`src/rtl/erc_pkg.sv`:
```
// ----------------------------------------------------------------------------
// erc_pkg: shared types and constants
// Widths, stage counts and the arctangent table for the remap pipeline.
// ----------------------------------------------------------------------------
package erc_pkg;

  localparam int PREVIEW_MAX  = 4096;
  localparam int ANGLE_STAGES = 24;
  localparam int ISQ_STEPS    = 31;
  localparam int RAY_LAT      = 5;
  localparam int SQRT_LAT     = ISQ_STEPS + 2;
  localparam int CORDIC_LAT   = ANGLE_STAGES + 1;

  localparam int PIX_W  = 12;
  localparam int PROD_W = 45;
  localparam int RAY_W  = 47;
  localparam int NORM_W = 30;
  localparam int VEC_W  = 32;
  localparam int CXY_W  = 36;
  localparam int ANG_W  = 34;
  localparam int DIM_W  = 15;
  localparam int OUT_W  = 21;
  localparam int SCL_W  = 50;
  localparam int SQ_W   = 62;

  localparam int NORM_MSB = NORM_W - 1;

  localparam logic [2:0] REG_M00_M01 = 3'd0;
  localparam logic [2:0] REG_M02_M10 = 3'd1;
  localparam logic [2:0] REG_M11_M12 = 3'd2;
  localparam logic [2:0] REG_M20_M21 = 3'd3;
  localparam logic [2:0] REG_M22     = 3'd4;
  localparam logic [2:0] REG_WIDTH   = 3'd5;
  localparam logic [2:0] REG_HEIGHT  = 3'd6;

  localparam logic signed [ANG_W-1:0] HALF_TURN = ANG_W'(64'sd2147483648);
  localparam logic signed [SCL_W-1:0] U_MAX     = SCL_W'(1048576);
  localparam logic signed [SCL_W-1:0] V_MIN     = -SCL_W'(262144);
  localparam logic signed [SCL_W-1:0] V_MAX     = SCL_W'(786432);

  typedef struct packed {
    logic signed [31:0] m00;
    logic signed [31:0] m01;
    logic signed [31:0] m02;
    logic signed [31:0] m10;
    logic signed [31:0] m11;
    logic signed [31:0] m12;
    logic signed [31:0] m20;
    logic signed [31:0] m21;
    logic signed [31:0] m22;
  } coef_t;

  typedef struct packed {
    logic                    vld;
    logic signed [VEC_W-1:0] nx;
    logic signed [VEC_W-1:0] ny;
    logic signed [VEC_W-1:0] nz;
    logic [NORM_W-1:0]       ax;
    logic [NORM_W-1:0]       az;
  } ray_t;

  function automatic logic [31:0] atan_turn(input logic [4:0] idx);
    case (idx)
      5'd0:  atan_turn = 32'h20000000;
      5'd1:  atan_turn = 32'h12E4051E;
      5'd2:  atan_turn = 32'h09FB385B;
      5'd3:  atan_turn = 32'h051111D4;
      5'd4:  atan_turn = 32'h028B0D43;
      5'd5:  atan_turn = 32'h0145D7E1;
      5'd6:  atan_turn = 32'h00A2F61E;
      5'd7:  atan_turn = 32'h00517C55;
      5'd8:  atan_turn = 32'h0028BE53;
      5'd9:  atan_turn = 32'h00145F2F;
      5'd10: atan_turn = 32'h000A2F98;
      5'd11: atan_turn = 32'h000517CC;
      5'd12: atan_turn = 32'h00028BE6;
      5'd13: atan_turn = 32'h000145F3;
      5'd14: atan_turn = 32'h0000A2FA;
      5'd15: atan_turn = 32'h0000517D;
      5'd16: atan_turn = 32'h000028BE;
      5'd17: atan_turn = 32'h0000145F;
      5'd18: atan_turn = 32'h00000A30;
      5'd19: atan_turn = 32'h00000518;
      5'd20: atan_turn = 32'h0000028C;
      5'd21: atan_turn = 32'h00000146;
      5'd22: atan_turn = 32'h000000A3;
      5'd23: atan_turn = 32'h00000051;
      5'd24: atan_turn = 32'h00000029;
      5'd25: atan_turn = 32'h00000014;
      5'd26: atan_turn = 32'h0000000A;
      5'd27: atan_turn = 32'h00000005;
      5'd28: atan_turn = 32'h00000003;
      5'd29: atan_turn = 32'h00000001;
      5'd30: atan_turn = 32'h00000001;
      default: atan_turn = 32'h00000000;
    endcase
  endfunction

endpackage

```
`src/rtl/erc_scale.sv`:
```
// ----------------------------------------------------------------------------
// erc_scale: angle to pixel scaling
// Scales both angles by the source width, rounds, adds the image centre and
// saturates to the output ranges.
// ----------------------------------------------------------------------------
module erc_scale (
  input  logic                             clk,
  input  logic                             rst,
  input  logic                             in_vld,
  input  logic signed [erc_pkg::ANG_W-1:0] tu,
  input  logic signed [erc_pkg::ANG_W-1:0] tv,
  input  logic [erc_pkg::DIM_W-1:0]        image_width,
  input  logic [erc_pkg::DIM_W-1:0]        image_height,
  output logic                             done,
  output logic [erc_pkg::OUT_W-1:0]        map_u,
  output logic signed [erc_pkg::OUT_W-1:0] map_v
);

  localparam int SW = erc_pkg::SCL_W;
  localparam logic signed [SW-1:0] RND = SW'(1) <<< 25;

  logic                 vld1;
  logic signed [SW-1:0] pu, pv, ws;
  logic signed [SW-1:0] u_full, v_full, u_sat, v_sat;

  assign ws = $signed(SW'(image_width));

  always_comb begin
    u_full = ((pu + RND) >>> 26) + (ws <<< 5);
    v_full = ((pv + RND) >>> 26) + ($signed(SW'(image_height)) <<< 5);
    u_sat  = (u_full < 0) ? '0 : ((u_full > erc_pkg::U_MAX) ? erc_pkg::U_MAX : u_full);
    v_sat  = (v_full < erc_pkg::V_MIN) ? erc_pkg::V_MIN :
             ((v_full > erc_pkg::V_MAX) ? erc_pkg::V_MAX : v_full);
  end

  always_ff @(posedge clk) begin
    if (rst) begin
      vld1 <= 1'b0;
      done <= 1'b0;
    end else begin
      vld1 <= in_vld;
      done <= vld1;
    end
    pu    <= SW'(tu) * ws;
    pv    <= SW'(tv) * ws;
    map_u <= u_sat[erc_pkg::OUT_W-1:0];
    map_v <= v_sat[erc_pkg::OUT_W-1:0];
  end

endmodule
```
`config.mk`:
```
export PLATFORM = sky130hd
export DESIGN_NAME = erc_scale
export DESIGN_NICKNAME = d
export VERILOG_FILES = /design/src/rtl/erc_pkg.sv /design/src/rtl/erc_scale.sv
export SDC_FILE = /design/constraint.sdc
export NUM_CORES = 2
export LEC_CHECK = 0
export ABC_AREA = 1
export BUFFER_PORTS_ARGS = -buffer_cell sky130_fd_sc_hd__buf_2
export CAP_MARGIN = 40
export CORE_MARGIN = 2
export CORE_UTILIZATION = 53
export CTS_CLUSTER_DIAMETER = 40
export DETAILED_ROUTE_END_ITERATION = 16
export PLACE_DENSITY = 0.7
export SLEW_MARGIN = 10
export SYNTH_ARGS = -nofsm -noshare
export SYNTH_HDL_FRONTEND = slang
export SYNTH_SLANG_ARGS = --single-unit
```
`constraint.sdc`:
```
create_clock -name clk -period 9.3 [get_ports clk]
set_input_delay 1.86 -clock clk [delete_from_list [all_inputs] [get_ports clk]]
set_output_delay 1.86 -clock clk [all_outputs]
set_load 0.02 [all_outputs]
```
Yosys cells after proc, flatten, opt, wreduce, memory -nomap -nowiden --
Cells that the tools add are included.
Storage, ports and cells: register bits after elaboration 144, input bits 101, word-level logic and storage cells 22
Operators by class: order comparisons 4, add/sub/neg operators 4, reduce and logical (&&, ||, !) cells 2, muxes and demuxes 2, $mul 2
Operator list (number):
- adder 50 x 27 -> 50 bit, second input constant | 2
- multiplier 34 x 16 -> 50 bit | 2
- adder 24 x 21 -> 25 bit | 2
- 2-to-1 mux 21 bit | 2
- greater-than comparator 25 x 21 -> 1 bit, second input constant | 1
- greater-than comparator 25 x 22 -> 1 bit, second input constant | 1
- less-than comparator 25 x 1 -> 1 bit, second input constant | 1
- less-than comparator 25 x 19 -> 1 bit, second input constant | 1
- OR reduction 2 bit | 2

Longest topological paths before layout --
depth after elaboration 4, gate-level depth with buffers 28, gate-level depth less buffers 26

Worst setup path before layout --
No wires, ideal clock.
kind input-to-reg, start input port image_width[7] in the netlist's numbering, end register pv[49], stages on the path 25, slack 1929 ps, data arrival time 7250 ps, buffers on the path 3, required time 9179 ps, path through clkbuf_1 -> clkbuf_1 -> buf_1 -> nand2_1 -> fa_1 -> inv_1 -> fa_1 -> fa_1 -> fa_1 -> fa_1 -> inv_1 -> fa_1 -> inv_1 -> ha_1 -> a21oi_1 -> nor2_1 -> nor2_1 -> inv_1 -> a21oi_1 -> o21ai_0 -> a21oi_1 -> o21ai_0 -> nand2_1 -> nand3_1 -> xor2_1
Between the ends: cells in the longest elaborated chain, start to end 1
Ends and longest elaborated chain:
- start, declared | RTL line erc_scale.sv:12 | input logic [erc_pkg::DIM_W-1:0] image_width,
- multiplier 34 x 16 -> 50 bit | RTL line erc_scale.sv:45 | pv <= SW'(tv) * ws;
- end signal, assigned | RTL line erc_scale.sv:45
- end, declared | RTL line erc_scale.sv:23 | logic signed [SW-1:0] pu, pv, ws;
No other way between the ends. A chain may end at the register's enable or synchronous reset.

Worst setup path after layout --
start input port image_width[2] in the netlist's numbering, end register pv[47]
The elaborated chain is that of the path after synthesis.

==> results.tsv <==
stage	metric	value	unit
layout	share of post-route cells with drive strength above 1	4.62	%
setup_path	crit-path cells	buf_2, nand2_1, inv_1, fa_1, fa_1, inv_1, fa_1, fa_1, inv_1, fa_1, inv_1, fa_1, inv_1, ha_1, nand2_1, nor2_1, nand4_1, nor4_1, nand3_1, nand3_1, xor2_1	
sta	Slew @ Worst Pin	0.906	ns
yosys	Mapped Area	41100	um^2
setup_path	Worst EP required	9.62	ns
place	Placed Area	42900	um^2
sta	Final setup viols	0	
setup_path	Crit Path Max Fanout	26	
outcome	outcome	finished, final reports clean	
place	GP Congestion	0.947	
sta	Max Slew Vio Count	0	
run	total of max-cap violations	0	
clocking	clock sink count	94	
grt	first-pass GRT wire length	178	mm
clocking	H-tree depth	3	
setup_path	CP peak stage delay	0.72	ns
sta	Setup TNS Final	0	ns
clocking	Clock Root Buffer	clkbuf_16	
yosys	syn avg cell area	7.70	um^2
floorplan	Starting Density	53.3	%
grt	vias in the first global route	35000	
clocking	post-CTS resize count	0	
yosys	fraction of the mapped netlist area in adder cells	54.7	%
layout	Nets	6688	
worst_hold_path	class of the worst hold path	reg2reg	
setup_path	cell family with most CP delay	adder cells	
sta	Peak Freq	124	MHz
setup_path	Crit. End Element	register	
yosys	synthesized flop and latch total	94	
routing	Residual DRC	0	
yosys	largest family of logic cells by synthesized area	adder cells	
yosys	largest cells by area after synthesis	fa_1 47%, inv_1 15%, nand2_1 12%	
sta	RSZ-0062 raised after global routing	false	
clocking	worst skew pair latency	0.40	ns
setup_path	CP dominant cell by count	fa_1	
yosys	synthesized net count	6668	
sta	Tmin final	8.03	ns
routing	Antenna Violating Nets Remaining	0	
sta	Tcrit/Tclk final	86.4	%
sta	Final Hold Vio Count	0	
setup_path	Crit Path Class	in2reg	
grt	GRT Overall Usage	28.4	%
clocking	CTS tree	built	
clocking	cts bufs inserted	9	
sta	Slew Limit Headroom	39.6	%
layout	n_diodes	0	
grt	largest net degree at the start of global routing	69	
floorplan	Core Region	77200	um^2
grt	GRT overflow	0	
yosys	top_reg_cell synth	dfxtp_1	
yosys	post-synthesis mux area share	0	%
setup_path	Crit-path slowest cell	fa_1	
yosys	Yosys cell types	46	
clocking	CTS clk-pin slew, worst paths	0.08	ns
routing	DR vias/cell	5.07	
setup_path	CP Launch Type	primary input	
clocking	# Post-CTS Setup Buffers	0	
yosys	Compound-Gate Fraction of Synth Area	4.36	%
setup_path	Critical Path AT	8.35	ns
clocking	Bufs on Longest Clock Path	2	
sta	Clock Skew	0.0238	ns
yosys	sequential area share after synthesis	4.57	%
floorplan	I/O pin count	144	
floorplan	height of the die	283	um
layout	design area	43300	um^2
routing	routed wire length	107	mm
setup_path	Buf/Inv on CP	6	
place	HPWL Detailed	89.5	mm
yosys	cell taking the most area after synthesis	fa_1	
layout	Syn-to-layout area delta	5.14	%
yosys	Synth top area share	46.7	%
yosys	Post-synth EDFFs	0	
floorplan	row count	102	
routing	via count of the routed design	32500	
yosys	synth warn	0	
yosys	synthesized netlist cell count	5345	
grt	initial antenna violation count	2	
yosys	asr flop ratio synth	0	%
yosys	Synth Area in XOR/XNOR	2.66	%
floorplan	Die Span X	283	um
routing	First-pass DRT Iterations	6	
routing	Routed WL per cell	16.7	um
yosys	simple-gate share of the synthesized area	17.0	%
place	PortBufs	143	
routing	initial DRC count	1762	
sta	Hold Slack	0.409	ns
clocking	hold buffer count at cts	0	
floorplan	die area	79900	um^2
## logic make-up (layout without fill, tap and decap cells)
family	count (synthesis)	count (layout)
buf+inv	1826	1851
simple gates	1759	1759
fa+ha+maj	1222	1222
compound gates	321	321
xor+xnor	123	123
flops	94	94
## cells in the final DEF, fill, tap and decap left out, types with 21 or more instances in the layout
cell and instances:
fa_1 960, nand4_1 27, a21oi_1 156, nand2_1 1340, buf_4 45, dfxtp_1 94, o21a_1 21, nand3_1 82
buf_2 143, inv_1 1638, ha_1 262, nor3_1 33, nor2_1 224, o21ai_0 86, xnor2_1 48, xor2_1 74
## registers in the layout, summed over array words and instances (netlist names)
signal  count
pu         25
pv         25
map_u      21
map_v      21
done        1
vld1        1
## cell usage after synthesis, types with 3 or more instances
cell type,n
inv_1,1638
nand2_1,1340
fa_1,960
ha_1,262
nor2_1,224
clkbuf_1,158
a21oi_1,156
dfxtp_1,94
o21ai_0,86
nand3_1,82
xor2_1,74
xnor2_1,48
nor3_1,33
buf_1,28
nand4_1,27
o21a_1,21
a31oi_1,20
nor2_2,14
nor4_1,11
a21o_1,9
nand2_2,7
o21bai_1,6
nor2_4,5
o211ai_1,5
nand3b_1,4
a21boi_0,3
and3_1,3
o221ai_1,3
o31ai_1,3
## metal layers
metal | vias to the layer above | global-route usage (%) | share of wire (%) | wire length [um]
li1 | 15100 | - | - | -
met1 | 16200 | 35.7 | 40 | 43300
met2 | 985 | 51.6 | 51 | 55200
met3 | 196 | 3.07 | 5.4 | 5830
met4 | 4 | 8.00 | 2.7 | 2920
met5 | - | 0 | 0.025 | 27
## metrics by stage
| step | utilization (%) | setup WS, ns | std cells |
|---|---|---|---|
| after floorplan | - | 1.93 | 5345 |
| after global placement | 55.6 | 0.938 | 6391 |
| after detailed placement | 55.6 | 0.985 | 6393 |
| after CTS | 56.0 | 1.40 | 6409 |
| after global routing | 56.0 | 1.14 | 6410 |
| final | 56.0 | 1.27 | 6410 |
## cell type report
| cell class | instances | area (um^2) |
|---|---|---|
| Timing Repair Buffer | 197 | 1230 |
| Multi-Input combinational cell | 3425 | 32400 |
| Sequential cell | 94 | 1880 |
| Clock inverter | 6 | 70.1 |
| Tap cell | 1040 | 1300 |
| Fill cell | 7251 | 33900 |
| Inverter | 1638 | 6150 |
| Clock buffer | 10 | 229 |
## final timing paths
| kind | slack, ns | cells after the start | from | end |
|---|---|---|---|---|
| min reg2reg | 0.41 | 2 | vld1 | done |
| max | 1.27 | 21 | image_width[2] | pv[47] |
| min | 0.41 | 2 | vld1 | done |
| max reg2reg | 5.13 | 19 | pu[25] | map_u[7] |
## worst reg2reg max path: stages (launching register included)
cell,delay [ns]
dfxtp_1,0.46
ha_1,0.23
nand3_1,0.17
nor4_1,0.45
nand3_1,0.24
nor2_1,0.23
nand2_1,0.10
xor2_1,0.17
inv_1,0.06
ha_1,0.32
a21oi_1,0.17
o21a_1,0.16
nand2_1,0.06
a31oi_1,0.35
o21ai_0,0.16
nand2_1,0.10
nand2_1,0.06
nor2_2,0.14
nand3_4,0.27
nor2_1,0.19
Power is left out: the tool's default activity adds up to more than one toggle a clock period on the data nets, which glitch-free logic cannot reach.
